===== config.mk =====
export PLATFORM = sky130hd
export DESIGN_NAME = three_wheel_odometry_pose_flat
export DESIGN_NICKNAME = d
export VERILOG_FILES = /design/src/rtl/twop_pkg.sv /design/src/rtl/twop_if.sv /design/src/rtl/twop_mul.sv /design/src/rtl/twop_div.sv /design/src/rtl/three_wheel_odometry_pose.sv /design/src/flat_wrapper.sv
export SDC_FILE = /design/constraint.sdc
export NUM_CORES = 2
export LEC_CHECK = 0
export BUFFER_PORTS_ARGS = -buffer_cell sky130_fd_sc_hd__clkbuf_2
export CORE_ASPECT_RATIO = 0.75
export CORE_MARGIN = 1.5
export CORE_UTILIZATION = 55
export CTS_CLUSTER_DIAMETER = 40
export DETAILED_ROUTE_END_ITERATION = 8
export PLACE_DENSITY = 0.77
export SYNTH_ARGS = -nofsm -noshare
export SYNTH_HDL_FRONTEND = slang
export SYNTH_SLANG_ARGS = --single-unit
export TNS_END_PERCENT = 10

===== constraint.sdc =====
create_clock -name i_clk -period 8.7 [get_ports i_clk]
set_clock_uncertainty 0.2 [all_clocks]
set_input_delay 0.87 -clock i_clk [delete_from_list [all_inputs] [get_ports i_clk]]
set_output_delay 0.87 -clock i_clk [all_outputs]
set_load 0.02 [all_outputs]

===== src/rtl/twop_pkg.sv =====
// shared types, constants and helper functions of the three-wheel odometry block
`timescale 1ns / 1ps

package twop_pkg;

    // default iteration count of the cordic rotator
    localparam int CORDIC_STEPS_DEF = 24;

    // serial arithmetic unit widths
    localparam int MUL_W = 34;
    localparam int DIV_N = 61;
    localparam int DIV_D = 31;

    // fixed-point constants
    localparam logic signed [33:0] GAIN_Q30        = 34'sd652032874;
    localparam logic [31:0]        RAD_TO_BAM_Q30  = 32'd2734261102;
    localparam logic [30:0]        TRACK_WIDTH_RST = 31'd655360;
    localparam logic signed [31:0] TURN_EPS        = 32'sd4096;
    localparam logic [30:0]        TURN_MAG_MAX    = 31'h7FFF_FFFF;

    // request beat
    typedef struct packed {
        logic               req_type;
        logic signed [31:0] left_position;
        logic signed [31:0] right_position;
        logic signed [31:0] back_position;
        logic signed [31:0] new_x;
        logic signed [31:0] new_y;
        logic [31:0]        new_heading;
    } t_req;

    // result beat
    typedef struct packed {
        logic signed [31:0] pose_x_out;
        logic signed [31:0] pose_y_out;
        logic [31:0]        heading_out;
    } t_pose;

    // status of a serial arithmetic unit
    typedef struct packed {
        logic busy;
        logic done;
    } t_unit_sts;

    // request kinds
    typedef enum logic {
        REQ_UPDATE,
        REQ_SET
    } t_req_kind;

    // register map
    typedef enum logic {
        REG_TRACK_WIDTH,
        REG_BACK_OFFSET
    } t_reg;

    // sequencer states
    typedef enum logic [3:0] {
        S_IDLE,
        S_PREP,
        S_DIV,
        S_DLAUNCH,
        S_MLAUNCH,
        S_MUL,
        S_CINIT,
        S_CORD,
        S_CFIN,
        S_DONE
    } t_state;

    // products in evaluation order
    typedef enum logic [3:0] {
        M_TK,
        M_TB,
        M_AF,
        M_BS,
        M_BF,
        M_AS,
        M_XC,
        M_YS,
        M_XS,
        M_YC
    } t_mop;

    // quotients
    typedef enum logic [1:0] {
        D_T,
        D_A,
        D_B
    } t_dop;

    // cordic angle source
    typedef enum logic {
        C_TURN,
        C_HEAD
    } t_cop;

    // arctangent of 2^-i as a binary angle
    function automatic logic [31:0] atan_bam(input logic [4:0] idx);
        logic [31:0] v;
        unique case (idx)
            5'd0:  v = 32'h2000_0000;
            5'd1:  v = 32'h12E4_051E;
            5'd2:  v = 32'h09FB_385B;
            5'd3:  v = 32'h0511_11D4;
            5'd4:  v = 32'h028B_0D43;
            5'd5:  v = 32'h0145_D7E1;
            5'd6:  v = 32'h00A2_F61E;
            5'd7:  v = 32'h0051_7C55;
            5'd8:  v = 32'h0028_BE53;
            5'd9:  v = 32'h0014_5F2F;
            5'd10: v = 32'h000A_2F98;
            5'd11: v = 32'h0005_17CC;
            5'd12: v = 32'h0002_8BE6;
            5'd13: v = 32'h0001_45F3;
            5'd14: v = 32'h0000_A2F9;
            5'd15: v = 32'h0000_517D;
            5'd16: v = 32'h0000_28BE;
            5'd17: v = 32'h0000_145F;
            5'd18: v = 32'h0000_0A30;
            5'd19: v = 32'h0000_0518;
            5'd20: v = 32'h0000_028C;
            5'd21: v = 32'h0000_0146;
            5'd22: v = 32'h0000_00A3;
            5'd23: v = 32'h0000_0051;
            5'd24: v = 32'h0000_0029;
            5'd25: v = 32'h0000_0014;
            5'd26: v = 32'h0000_000A;
            5'd27: v = 32'h0000_0005;
            5'd28: v = 32'h0000_0003;
            5'd29: v = 32'h0000_0001;
            5'd30: v = 32'h0000_0001;
            5'd31: v = 32'h0000_0000;
            default: v = 32'h0000_0000;
        endcase
        return v;
    endfunction

    // clamp to the signed 32-bit range
    function automatic logic signed [31:0] sat32(input logic signed [40:0] v);
        logic signed [31:0] r;
        if (v > 41'sd2147483647) begin
            r = 32'sh7FFF_FFFF;
        end else if (v < -41'sd2147483648) begin
            r = 32'sh8000_0000;
        end else begin
            r = v[31:0];
        end
        return r;
    endfunction

endpackage


===== src/rtl/twop_if.sv =====
// valid/ready channels for request and result beats
`timescale 1ns / 1ps

interface twop_req_if import twop_pkg::*; ();
    logic valid;
    logic ready;
    t_req data;

    modport source(output valid, output data, input ready);
    modport sink(input valid, input data, output ready);
endinterface

interface twop_pose_if import twop_pkg::*; ();
    logic  valid;
    logic  ready;
    t_pose data;

    modport source(output valid, output data, input ready);
    modport sink(input valid, input data, output ready);
endinterface


===== src/rtl/twop_mul.sv =====
// bit-serial signed multiplier, one multiplier bit per cycle
`timescale 1ns / 1ps

module twop_mul import twop_pkg::*; #(
    parameter int W = MUL_W
) (
    input  logic                  i_clk,
    input  logic                  i_rst_n,
    input  logic                  i_start,
    input  logic signed [W-1:0]   i_a,
    input  logic signed [W-1:0]   i_b,
    output t_unit_sts             o_sts,
    output logic signed [2*W-1:0] o_prod
);

    localparam int CW = $clog2(W);

    logic signed [W-1:0] r_a;
    logic signed [W+1:0] r_h;
    logic [W-1:0]        r_l;
    logic [CW-1:0]       r_cnt;
    logic                r_busy;
    logic                r_done;

    logic signed [W+1:0] w_pp;
    logic signed [W+1:0] w_sum;
    logic                w_last;

    // partial product add, sign bit weight is subtracted
    always_comb begin
        w_pp   = r_l[0] ? (W+2)'(r_a) : '0;
        w_last = (r_cnt == CW'(W-1));
        w_sum  = w_last ? (r_h - w_pp) : (r_h + w_pp);
    end

    // control
    always_ff @(posedge i_clk) begin
        if (!i_rst_n) begin
            r_busy <= 1'b0;
            r_done <= 1'b0;
            r_cnt  <= '0;
        end else begin
            r_done <= 1'b0;
            if (i_start) begin
                r_busy <= 1'b1;
                r_cnt  <= '0;
            end else if (r_busy) begin
                r_cnt <= r_cnt + 1'b1;
                if (w_last) begin
                    r_busy <= 1'b0;
                    r_done <= 1'b1;
                end
            end
        end
    end

    // shift-add datapath
    always_ff @(posedge i_clk) begin
        if (i_start) begin
            r_a <= i_a;
            r_h <= '0;
            r_l <= i_b;
        end else if (r_busy) begin
            r_h <= {w_sum[W+1], w_sum[W+1:1]};
            r_l <= {w_sum[0], r_l[W-1:1]};
        end
    end

    assign o_sts.busy = r_busy;
    assign o_sts.done = r_done;
    assign o_prod     = {r_h[W-1:0], r_l};

endmodule


===== src/rtl/twop_div.sv =====
// restoring unsigned divider, one quotient bit per cycle
`timescale 1ns / 1ps

module twop_div import twop_pkg::*; #(
    parameter int N = DIV_N,
    parameter int D = DIV_D
) (
    input  logic         i_clk,
    input  logic         i_rst_n,
    input  logic         i_start,
    input  logic [N-1:0] i_dividend,
    input  logic [D-1:0] i_divisor,
    output t_unit_sts    o_sts,
    output logic [N-1:0] o_quo
);

    localparam int CW = $clog2(N);

    logic [N-1:0]  r_q;
    logic [D-1:0]  r_r;
    logic [D-1:0]  r_d;
    logic [CW-1:0] r_cnt;
    logic          r_busy;
    logic          r_done;

    logic [D:0]    w_trial;
    logic          w_ge;
    logic          w_last;

    // trial subtract of the next dividend bit
    always_comb begin
        w_trial = {r_r, r_q[N-1]};
        w_ge    = (w_trial >= {1'b0, r_d});
        w_last  = (r_cnt == CW'(N-1));
    end

    // control
    always_ff @(posedge i_clk) begin
        if (!i_rst_n) begin
            r_busy <= 1'b0;
            r_done <= 1'b0;
            r_cnt  <= '0;
        end else begin
            r_done <= 1'b0;
            if (i_start) begin
                r_busy <= 1'b1;
                r_cnt  <= '0;
            end else if (r_busy) begin
                r_cnt <= r_cnt + 1'b1;
                if (w_last) begin
                    r_busy <= 1'b0;
                    r_done <= 1'b1;
                end
            end
        end
    end

    // remainder and quotient shift
    always_ff @(posedge i_clk) begin
        if (i_start) begin
            r_q <= i_dividend;
            r_r <= '0;
            r_d <= i_divisor;
        end else if (r_busy) begin
            r_r <= w_ge ? D'(w_trial - {1'b0, r_d}) : w_trial[D-1:0];
            r_q <= {r_q[N-2:0], w_ge};
        end
    end

    assign o_sts.busy = r_busy;
    assign o_sts.done = r_done;
    assign o_quo      = r_q;

endmodule


===== src/rtl/three_wheel_odometry_pose.sv =====
// three tracking wheel arc odometry: sequencer, cordic, pose state and config port
//
//  channel  dir  handshake          payload
//  i_req    in   valid / ready      req_type, wheel positions, pose to load
//  o_pose   out  valid / ready      pose_x_out, pose_y_out, heading_out
//  apb      in   psel / penable     track_width, back_offset
//
// an update beat is paced by the one shared bit-serial multiplier, the bit-serial
// divider and the cordic; a turn within the small-turn bound skips the arc divides
// and the turn cordic pass; a set-pose beat goes from prep straight to done.
// one beat is in work at a time; the result register frees the input side while
// a finished pose waits. reset is synchronous and active low and clears the pose,
// the stored positions and the back offset, and loads the reset track width.
`timescale 1ns / 1ps

module three_wheel_odometry_pose import twop_pkg::*; #(
    parameter int CORDIC_STEPS = CORDIC_STEPS_DEF
) (
    input  logic        i_clk,
    input  logic        i_rst_n,
    twop_req_if.sink    i_req,
    twop_pose_if.source o_pose,
    input  logic        psel,
    input  logic        penable,
    input  logic        pwrite,
    input  logic [2:0]  paddr,
    input  logic [31:0] pwdata,
    output logic [31:0] prdata,
    output logic        pready
);

    localparam logic [4:0] C_LAST = 5'(CORDIC_STEPS - 1);
    localparam logic signed [67:0] HALF30 = 68'sd536870912;
    localparam logic signed [67:0] HALF28 = 68'sd134217728;

    // state
    t_state r_state;
    t_state n_state;
    t_mop   r_mop;
    t_dop   r_dop;
    t_cop   r_cop;

    // config
    logic [30:0]        r_track_width;
    logic signed [31:0] r_back_offset;

    // pose and stored positions
    logic signed [31:0] r_pose_x;
    logic signed [31:0] r_pose_y;
    logic [31:0]        r_heading;
    logic [31:0]        r_prev_l;
    logic [31:0]        r_prev_r;
    logic [31:0]        r_prev_b;

    // working values
    t_req               r_req;
    logic signed [31:0] r_fwd;
    logic signed [31:0] r_db;
    logic signed [31:0] r_t;
    logic [31:0]        r_turn;
    logic signed [31:0] r_side;
    logic signed [33:0] r_a;
    logic signed [33:0] r_bb;
    logic signed [33:0] r_lx;
    logic signed [33:0] r_ly;
    logic signed [33:0] r_cs;
    logic signed [33:0] r_sn;
    logic signed [67:0] r_pa;
    logic               r_dneg;

    // cordic
    logic signed [33:0] r_cx;
    logic signed [33:0] r_cy;
    logic signed [33:0] r_cz;
    logic [1:0]         r_cq;
    logic [4:0]         r_ci;

    // result register
    t_pose r_out;
    logic  r_out_valid;

    // unit hookup
    logic                     w_mul_start;
    logic signed [MUL_W-1:0]  w_mul_a;
    logic signed [MUL_W-1:0]  w_mul_b;
    t_unit_sts                w_mul_sts;
    logic signed [2*MUL_W-1:0] w_prod;
    logic                     w_div_start;
    logic [DIV_N-1:0]         w_div_num;
    logic [DIV_D-1:0]         w_div_den;
    logic                     w_div_neg;
    t_unit_sts                w_div_sts;
    logic [DIV_N-1:0]         w_quo;

    // misc combinational values
    logic               w_in_ready;
    logic               w_out_free;
    logic               w_cfg_wr;
    logic signed [31:0] w_dl;
    logic signed [31:0] w_dr;
    logic signed [31:0] w_db;
    logic signed [32:0] w_sum;
    logic signed [32:0] w_sum_adj;
    logic signed [32:0] w_diff;
    logic [32:0]        w_diff_mag;
    logic signed [34:0] w_num;
    logic signed [34:0] w_num_mag;
    logic signed [31:0] w_t_mag;
    logic [61:0]        w_quo_s;
    logic [30:0]        w_t_clamp;
    logic               w_small;
    logic signed [67:0] w_tk;
    logic signed [67:0] w_tb;
    logic signed [67:0] w_lin_sub;
    logic signed [67:0] w_lin_add;
    logic signed [40:0] w_side_full;
    logic signed [40:0] w_px_full;
    logic signed [40:0] w_py_full;
    logic signed [33:0] w_cdx;
    logic signed [33:0] w_cdy;
    logic signed [33:0] w_atan;
    logic [31:0]        w_angle;

    twop_mul #(.W(MUL_W)) u_mul (
        .i_clk   (i_clk),
        .i_rst_n (i_rst_n),
        .i_start (w_mul_start),
        .i_a     (w_mul_a),
        .i_b     (w_mul_b),
        .o_sts   (w_mul_sts),
        .o_prod  (w_prod)
    );

    twop_div #(.N(DIV_N), .D(DIV_D)) u_div (
        .i_clk      (i_clk),
        .i_rst_n    (i_rst_n),
        .i_start    (w_div_start),
        .i_dividend (w_div_num),
        .i_divisor  (w_div_den),
        .o_sts      (w_div_sts),
        .o_quo      (w_quo)
    );

    // wheel deltas, forward motion and turn numerator
    always_comb begin
        w_dl       = r_req.left_position - $signed(r_prev_l);
        w_dr       = r_req.right_position - $signed(r_prev_r);
        w_db       = r_req.back_position - $signed(r_prev_b);
        w_sum      = 33'(w_dl) + 33'(w_dr);
        w_sum_adj  = w_sum + $signed({32'd0, w_sum[32] & w_sum[0]});
        w_diff     = 33'(w_dr) - 33'(w_dl);
        w_diff_mag = w_diff[32] ? 33'(-w_diff) : 33'(w_diff);
    end

    // quotient post-processing
    always_comb begin
        w_quo_s   = r_dneg ? (62'd0 - {1'b0, w_quo}) : {1'b0, w_quo};
        w_t_clamp = (|w_quo[60:31]) ? TURN_MAG_MAX : w_quo[30:0];
        w_small   = (r_t <= TURN_EPS) && (r_t >= -TURN_EPS);
    end

    // product post-processing with round-half-up shifts
    always_comb begin
        w_tk        = w_prod + HALF30;
        w_tb        = w_prod + HALF28;
        w_lin_sub   = r_pa - w_prod + HALF30;
        w_lin_add   = r_pa + w_prod + HALF30;
        w_side_full = 41'(r_db) - 41'($signed(w_tb[67:28]));
        w_px_full   = 41'(r_pose_x) + 41'($signed(w_lin_sub[67:30]));
        w_py_full   = 41'(r_pose_y) + 41'($signed(w_lin_add[67:30]));
    end

    // cordic step terms
    always_comb begin
        w_cdx   = r_cy >>> r_ci;
        w_cdy   = r_cx >>> r_ci;
        w_atan  = $signed({2'b00, atan_bam(r_ci)});
        w_angle = (r_cop == C_TURN) ? r_turn : r_heading;
    end

    // next state
    always_comb begin
        n_state = r_state;
        unique case (r_state)
            S_IDLE: begin
                if (i_req.valid) begin
                    n_state = S_PREP;
                end
            end
            S_PREP: begin
                n_state = (t_req_kind'(r_req.req_type) == REQ_SET) ? S_DONE : S_DIV;
            end
            S_DIV: begin
                if (w_div_sts.done) begin
                    n_state = (r_dop == D_A) ? S_DLAUNCH : S_MLAUNCH;
                end
            end
            S_DLAUNCH: n_state = S_DIV;
            S_MLAUNCH: n_state = S_MUL;
            S_MUL: begin
                if (w_mul_sts.done) begin
                    priority case (r_mop)
                        M_TB:    n_state = w_small ? S_MLAUNCH : S_CINIT;
                        M_AS:    n_state = S_CINIT;
                        M_YC:    n_state = S_DONE;
                        default: n_state = S_MLAUNCH;
                    endcase
                end
            end
            S_CINIT: n_state = S_CORD;
            S_CORD: begin
                if (r_ci == C_LAST) begin
                    n_state = S_CFIN;
                end
            end
            S_CFIN: begin
                n_state = (r_cop == C_TURN) ? S_DLAUNCH : S_MLAUNCH;
            end
            S_DONE: begin
                if (w_out_free) begin
                    n_state = S_IDLE;
                end
            end
            default: n_state = S_IDLE;
        endcase
    end

    // control outputs and unit operands
    always_comb begin
        w_in_ready  = (r_state == S_IDLE);
        w_out_free  = !r_out_valid || o_pose.ready;
        w_mul_start = (r_state == S_MLAUNCH);
        w_div_start = ((r_state == S_PREP) && (t_req_kind'(r_req.req_type) == REQ_UPDATE))
                      || (r_state == S_DLAUNCH);

        // divider operands
        w_num     = (r_dop == D_A) ? 35'(r_sn) : (35'sd1073741824 - 35'(r_cs));
        w_num_mag = w_num[34] ? -w_num : w_num;
        w_t_mag   = r_t[31] ? -r_t : r_t;
        if (r_state == S_PREP) begin
            w_div_num = {w_diff_mag, 28'd0};
            w_div_den = (r_track_width == '0) ? 31'd1 : r_track_width;
            w_div_neg = w_diff[32];
        end else begin
            w_div_num = {w_num_mag[32:0], 28'd0};
            w_div_den = w_t_mag[30:0];
            w_div_neg = w_num[34] ^ r_t[31];
        end

        // multiplier operands
        unique case (r_mop)
            M_TK: begin
                w_mul_a = MUL_W'(r_t);
                w_mul_b = $signed({2'b00, RAD_TO_BAM_Q30});
            end
            M_TB: begin
                w_mul_a = MUL_W'(r_t);
                w_mul_b = MUL_W'(r_back_offset);
            end
            M_AF: begin
                w_mul_a = r_a;
                w_mul_b = MUL_W'(r_fwd);
            end
            M_BS: begin
                w_mul_a = r_bb;
                w_mul_b = MUL_W'(r_side);
            end
            M_BF: begin
                w_mul_a = r_bb;
                w_mul_b = MUL_W'(r_fwd);
            end
            M_AS: begin
                w_mul_a = r_a;
                w_mul_b = MUL_W'(r_side);
            end
            M_XC: begin
                w_mul_a = r_lx;
                w_mul_b = r_cs;
            end
            M_YS: begin
                w_mul_a = r_ly;
                w_mul_b = r_sn;
            end
            M_XS: begin
                w_mul_a = r_lx;
                w_mul_b = r_sn;
            end
            M_YC: begin
                w_mul_a = r_ly;
                w_mul_b = r_cs;
            end
            default: begin
                w_mul_a = '0;
                w_mul_b = '0;
            end
        endcase
    end

    // state register
    always_ff @(posedge i_clk) begin
        if (!i_rst_n) begin
            r_state <= S_IDLE;
        end else begin
            r_state <= n_state;
        end
    end

    // pose, stored positions and sequencing tags
    always_ff @(posedge i_clk) begin
        if (!i_rst_n) begin
            r_pose_x  <= '0;
            r_pose_y  <= '0;
            r_heading <= '0;
            r_prev_l  <= '0;
            r_prev_r  <= '0;
            r_prev_b  <= '0;
            r_mop     <= M_TK;
            r_dop     <= D_T;
            r_cop     <= C_TURN;
        end else begin
            if (r_state == S_PREP) begin
                r_prev_l <= r_req.left_position;
                r_prev_r <= r_req.right_position;
                r_prev_b <= r_req.back_position;
                r_dop    <= D_T;
                if (t_req_kind'(r_req.req_type) == REQ_SET) begin
                    r_pose_x  <= r_req.new_x;
                    r_pose_y  <= r_req.new_y;
                    r_heading <= r_req.new_heading;
                end
            end
            if ((r_state == S_DIV) && w_div_sts.done) begin
                unique case (r_dop)
                    D_T:     r_mop <= M_TK;
                    D_A:     r_dop <= D_B;
                    D_B:     r_mop <= M_AF;
                    default: r_dop <= D_T;
                endcase
            end
            if ((r_state == S_MUL) && w_mul_sts.done) begin
                unique case (r_mop)
                    M_TK: r_mop <= M_TB;
                    M_TB: begin
                        r_mop <= M_AF;
                        r_cop <= C_TURN;
                    end
                    M_AF: r_mop <= M_BS;
                    M_BS: r_mop <= M_BF;
                    M_BF: r_mop <= M_AS;
                    M_AS: r_cop <= C_HEAD;
                    M_XC: r_mop <= M_YS;
                    M_YS: begin
                        r_mop    <= M_XS;
                        r_pose_x <= sat32(w_px_full);
                    end
                    M_XS: r_mop <= M_YC;
                    M_YC: begin
                        r_pose_y  <= sat32(w_py_full);
                        r_heading <= r_heading + r_turn;
                    end
                    default: r_mop <= M_TK;
                endcase
            end
            if (r_state == S_CFIN) begin
                if (r_cop == C_TURN) begin
                    r_dop <= D_A;
                end else begin
                    r_mop <= M_XC;
                end
            end
        end
    end

    // working datapath values
    always_ff @(posedge i_clk) begin
        if (w_in_ready && i_req.valid) begin
            r_req <= i_req.data;
        end
        if (r_state == S_PREP) begin
            r_fwd <= w_sum_adj[32:1];
            r_db  <= w_db;
        end
        if (w_div_start) begin
            r_dneg <= w_div_neg;
        end
        if ((r_state == S_DIV) && w_div_sts.done) begin
            unique case (r_dop)
                D_T:     r_t  <= r_dneg ? -$signed({1'b0, w_t_clamp}) : $signed({1'b0, w_t_clamp});
                D_A:     r_a  <= $signed(w_quo_s[33:0]);
                D_B:     r_bb <= $signed(w_quo_s[33:0]);
                default: r_a  <= r_a;
            endcase
        end
        if ((r_state == S_MUL) && w_mul_sts.done) begin
            r_pa <= w_prod;
            unique case (r_mop)
                M_TK: r_turn <= w_tk[61:30];
                M_TB: begin
                    r_side <= sat32(w_side_full);
                    // near-straight motion needs no arc correction
                    if (w_small) begin
                        r_a  <= 34'sd1073741824;
                        r_bb <= '0;
                    end
                end
                M_BS:    r_lx <= $signed(w_lin_sub[63:30]);
                M_AS:    r_ly <= $signed(w_lin_add[63:30]);
                default: ;
            endcase
        end
        // cordic: fold into one quadrant, rotate, unfold
        if (r_state == S_CINIT) begin
            r_cx <= GAIN_Q30;
            r_cy <= '0;
            r_cz <= $signed({4'd0, w_angle[29:0] + 30'h2000_0000}) - 34'sd536870912;
            r_cq <= 2'(({2'b00, w_angle[31:30]} + {3'b000, w_angle[29]}));
            r_ci <= '0;
        end
        if (r_state == S_CORD) begin
            r_ci <= r_ci + 1'b1;
            if (!r_cz[33]) begin
                r_cx <= r_cx - w_cdx;
                r_cy <= r_cy + w_cdy;
                r_cz <= r_cz - w_atan;
            end else begin
                r_cx <= r_cx + w_cdx;
                r_cy <= r_cy - w_cdy;
                r_cz <= r_cz + w_atan;
            end
        end
        if (r_state == S_CFIN) begin
            unique case (r_cq)
                2'd0: begin
                    r_cs <= r_cx;
                    r_sn <= r_cy;
                end
                2'd1: begin
                    r_cs <= -r_cy;
                    r_sn <= r_cx;
                end
                2'd2: begin
                    r_cs <= -r_cx;
                    r_sn <= -r_cy;
                end
                default: begin
                    r_cs <= r_cy;
                    r_sn <= -r_cx;
                end
            endcase
        end
    end

    // result register
    always_ff @(posedge i_clk) begin
        if (!i_rst_n) begin
            r_out_valid <= 1'b0;
        end else begin
            priority if ((r_state == S_DONE) && w_out_free) begin
                r_out_valid <= 1'b1;
            end else if (r_out_valid && o_pose.ready) begin
                r_out_valid <= 1'b0;
            end
        end
    end

    always_ff @(posedge i_clk) begin
        if ((r_state == S_DONE) && w_out_free) begin
            r_out.pose_x_out  <= r_pose_x;
            r_out.pose_y_out  <= r_pose_y;
            r_out.heading_out <= r_heading;
        end
    end

    // config registers
    assign w_cfg_wr = psel && penable && pwrite;

    always_ff @(posedge i_clk) begin
        if (!i_rst_n) begin
            r_track_width <= TRACK_WIDTH_RST;
            r_back_offset <= '0;
        end else if (w_cfg_wr) begin
            unique case (t_reg'(paddr[2]))
                REG_TRACK_WIDTH: r_track_width <= pwdata[30:0];
                REG_BACK_OFFSET: r_back_offset <= pwdata;
                default:         r_back_offset <= r_back_offset;
            endcase
        end
    end

    always_comb begin
        unique case (t_reg'(paddr[2]))
            REG_TRACK_WIDTH: prdata = {1'b0, r_track_width};
            REG_BACK_OFFSET: prdata = r_back_offset;
            default:         prdata = '0;
        endcase
    end

    // ports
    assign pready       = 1'b1;
    assign i_req.ready  = w_in_ready;
    assign o_pose.valid = r_out_valid;
    assign o_pose.data  = r_out;

    // checks
    a_units_exclusive: assert property (@(posedge i_clk) disable iff (!i_rst_n)
        $onehot0({w_mul_sts.busy, w_div_sts.busy, r_state == S_CORD}))
        else $error("serial units overlap");

    a_idle_units_quiet: assert property (@(posedge i_clk) disable iff (!i_rst_n)
        (r_state == S_IDLE) |-> (!w_mul_sts.busy && !w_div_sts.busy))
        else $error("unit busy while idle");

    a_done_posts_result: assert property (@(posedge i_clk) disable iff (!i_rst_n)
        ((r_state == S_DONE) && w_out_free) |=> (r_out_valid && (r_state == S_IDLE)))
        else $error("finished beat not posted");

    a_accept_starts_work: assert property (@(posedge i_clk) disable iff (!i_rst_n)
        (i_req.valid && i_req.ready) |=> (r_state == S_PREP))
        else $error("accepted beat not started");

endmodule

===== src/flat_wrapper.sv =====
// flat-port wrapper written by rule: the top's interface ports become plain ports
module three_wheel_odometry_pose_flat import twop_pkg::*;
#(
    parameter int CORDIC_STEPS = CORDIC_STEPS_DEF
)
  (i_clk, i_rst_n, psel, penable, pwrite, paddr, pwdata, prdata, pready, i_req_valid, i_req_data, i_req_ready, o_pose_valid, o_pose_data, o_pose_ready);
  twop_req_if i_req_i ();
  twop_pose_if o_pose_i ();
  input  logic i_clk;
  input  logic i_rst_n;
  input  logic psel;
  input  logic penable;
  input  logic pwrite;
  input  logic [2:0] paddr;
  input  logic [31:0] pwdata;
  output logic [31:0] prdata;
  output logic pready;
  input wire logic [$bits(i_req_i.valid)-1:0] i_req_valid;
  input wire logic [$bits(i_req_i.data)-1:0] i_req_data;
  output wire logic [$bits(i_req_i.ready)-1:0] i_req_ready;
  output wire logic [$bits(o_pose_i.valid)-1:0] o_pose_valid;
  output wire logic [$bits(o_pose_i.data)-1:0] o_pose_data;
  input wire logic [$bits(o_pose_i.ready)-1:0] o_pose_ready;
  assign i_req_i.valid = i_req_valid;
  assign i_req_i.data = i_req_data;
  assign i_req_ready = i_req_i.ready;
  assign o_pose_valid = o_pose_i.valid;
  assign o_pose_data = o_pose_i.data;
  assign o_pose_i.ready = o_pose_ready;
  three_wheel_odometry_pose #(.CORDIC_STEPS(CORDIC_STEPS)) u_core (.i_clk(i_clk), .i_rst_n(i_rst_n), .i_req(i_req_i), .o_pose(o_pose_i), .psel(psel), .penable(penable), .pwrite(pwrite), .paddr(paddr), .pwdata(pwdata), .prdata(prdata), .pready(pready));
endmodule

==> flow_summary.yaml <==
run_status:
  status: "completed"
logic_synthesis:
  synth_edf_count: 923
  synth-seq-cells: 1370
  yosysTopAreaCell: "edfxtp_1"
  syn_nets: 11460
  syn_inst: 10450
  synth_flop_cell: "edfxtp_1"
  synth_area_per_cell_um2: 9.189
  netlist_top_cells_area: "edfxtp_1 29%, ha_1 9.9%, dfxtp_1 9.3%"
  yosysSeqAreaShare_pct: 38.18
  yosys_warnings: 0
  async_flop_share_pct: 0
  synth_most_common_cell: "nand2_1"
  yosys.area.top_type_share_pct: 28.86
  synth_area_um2: 96030
  synth_common_cells: "1,235 x nand2_1, 923 x edfxtp_1, 874 x nor2_1"
  synthDistinctLibCells: 107
critical_path:
  cp-end-kind: "flop"
  crit_fanout: 3
  rrSetupSlack_ps: 270
  path_delay_family: "compound AO/OA/AOI/OAI gates"
  path_class: "flop to flop"
  worstSetupStartpointType: "flop"
  cp-endpoint: "u_core.r_fwd[31]"
  crit_start: "u_core.r_req[160]"
  rr_worst_depth: 32
  cp_num_buf_inv: 2
  rr_startpoint: "u_core.r_req[160]"
  critPathRequiredTime_ps: 9100
  slowest_delay_ps: 610
  reg2reg_to: "u_core.r_fwd[31]"
  cp_common_cell: "ha_1"
  critical_path_depth: 32
  critPathSlowestCell: "o31ai_1"
  cp_data_arrival_time_ps: 8820
place:
  place_ws_ps: -101.7
  dpl_cell_area_um2: 100200
  dp_hpwl_um: 236800
  port_buffers: 362
  gp_congestion: 0.9898
routing:
  wl_per_cell_um: 23.73
  first_pass_iters: 9
  wirelength_um: 314700
  drtIter0Drc: 10250
  viasPerCell: 6.332
  num_vias: 83970
  ant_nets: 0
  drc: 0
cells_and_area:
  drive_gt1_share_pct: 10.59
  area_growth_pct: 12.78
  multi_input_area_um2: 55640
  seq_area_um2: 36670
  fin_util_pct: 62.57
  fillers: 14180
  layout.nets: 11820
  fin_area_um2: 108300
clock_network:
  cts_tree: "yes"
  clkTransAtPathRegs_ps: 70
  clockBufferDepth: 3
  cts_buffers: 186
  clk-insertion-delay-late_ps: 850
  root_buffer: "clkbuf_16"
  cts_max_level: 4
  numClockSinks: 1370
global_route:
  grt_use_total_pct: 34.28
  gr-total-overflow: 0
  grt_pass1_vias: 77190
  grt_max_degree: 136
  grt_pass1_wl_um: 469000
  antenna_found_initial: 17
floorplan:
  die-area_um2: 177100
  num_rows: 132
  pin_count: 366
  core-area_um2: 173100
  die_height_um: 364.9
  die_w_um: 485.5
  initial_core_util_pct: 55.48
pwr:
  p_sw_share_pct: 46.40
  p_comb_share_pct: 56.0
  p_int_mw: 21.21
  ir_drop_v: 0.0005358
  clockPowerShare_pct: 20.2
  powerDensity_nw_per_um2: 365.4
  power_leakage_nw: 42.66
  power.total_mw: 39.57
  pwr-share-seq_pct: 23.7
  p_switching_mw: 18.36
timing:
  post-route-period-util_pct: 96.89
  slew_headroom_pct: 8.998
  holdWs_ps: 43.38
  setup_viol: 0
  finalHoldViolCount: 0
  post-route-min-period_ps: 8429
  clock.fmax_ghz: 0.1186
  worst_slew_pin_slew_ps: 1365
  drv_slew: 0
  timing.final.ws_setup_ps: 270.6
flow_run:
  max_cap_viol_count: 0
min_path:
  hold_class: "input port to flop"
[area by class of cell]
cell class	instances	area share [%]
sequential	1370	33.86
clock inverter	133	1.527
antenna	11	0.02542
timing repair buffer	659	4.121
inverter	550	1.915
multi-input combinational	8041	51.38
tap	2278	2.632
clock buffer	219	4.546
[power by group through the flow]
stage	Combinational [mW]	Clock, mW	Sequential, mW
floorplan	15.1	0	9.17
global placement	20.7	0	9.46
detailed placement	21.2	0	9.48
CTS	21.4	8.07	9.36
global route	23.8	8.35	9.46
finish	22.2	8.01	9.40
[sequential cells by signal, indices dropped and copies added (netlist names), 35 cells and up]
signal and count:
u_core.r_req 193, u_core.o_pose.data 96, u_core.r_pa 68, u_core.u_div.o_quo 61, u_core.u_mul.r_h 35
[cell usage in the layout, fill, tap and decap left out, drive strengths merged, types with 74 or more instances in the layout]
| master | n |
|---|---|
| o21bai | 78 |
| a21oi | 742 |
| a221oi | 74 |
| nand3 | 143 |
| a21o | 280 |
| a21boi | 180 |
| or3 | 87 |
| o22ai | 82 |
| xnor2 | 554 |
| and2 | 77 |
| nor2 | 875 |
| a211oi | 133 |
| xor2 | 356 |
| clkbuf | 580 |
| nand2 | 1237 |
| mux4 | 92 |
| dfxtp | 447 |
| inv | 593 |
| ha | 759 |
| and3 | 75 |
| a31oi | 109 |
| dlygate4sd3 | 141 |
| mux2 | 84 |
| o21ai | 536 |
| nand4 | 79 |
| nor3 | 189 |
| mux2i | 163 |
| o21a | 102 |
| edfxtp | 923 |
| nand2b | 125 |
| nor2b | 112 |
| buf | 157 |
[through the flow]
stage	cells	setup TNS [ps]
global route	13260	-100.4
detailed placement	12760	-144.9
global placement	12760	-251.7
finish	13260	0
floorplan	10450	0
CTS	13250	0
[timing repair]
action / in CTS / in global routing
gates resized for setup: 2 / 18
endpoints found under the setup margin: 2 / 67
pin swaps: 0 / 1
hold buffers: 141 / 0
hold endpoints to repair: 141 / 0
buffers inserted: 0 / 2
[kinds of logic after synthesis]
kind of cell	count (synthesis)	share of synthesized area (%)
DFF	1370	38.18
buffers and inverters	1039	4.146
muxes	339	4.850
other	1	0.003905
adders and majority gates	773	10.18
AOI/OAI and AO/OA	2801	18.98
xor gates and xnor gates	910	8.300
and+or+nand+nor	3217	15.36
[how the worst min path moves through the flow]
| stage | start | cells after the start | end |
|---|---|---|---|
| CTS | i_req_data[129] | 1 | u_core.r_req[129] |
| global route | i_req_data[103] | 1 | u_core.r_req[103] |
| global placement | u_core.r_a[0] | 2 | u_core.r_a[0] |
| floorplan | u_core.r_bb[0] | 2 | u_core.r_bb[0] |
| detailed placement | u_core.r_a[32] | 2 | u_core.r_a[32] |
| finish | i_req_data[129] | 1 | u_core.r_req[129] |
[routing by layer]
metal  up-vias  wire [um]  global-route usage (%)
li1      38730          -                       -
met1     40380     139800                   50.91
met2      4340     129500                   49.06
met3       507      35320                   7.906
met4         8       9792                   10.61
met5         -        268                       0
Power figures use the tool's default switching activity.
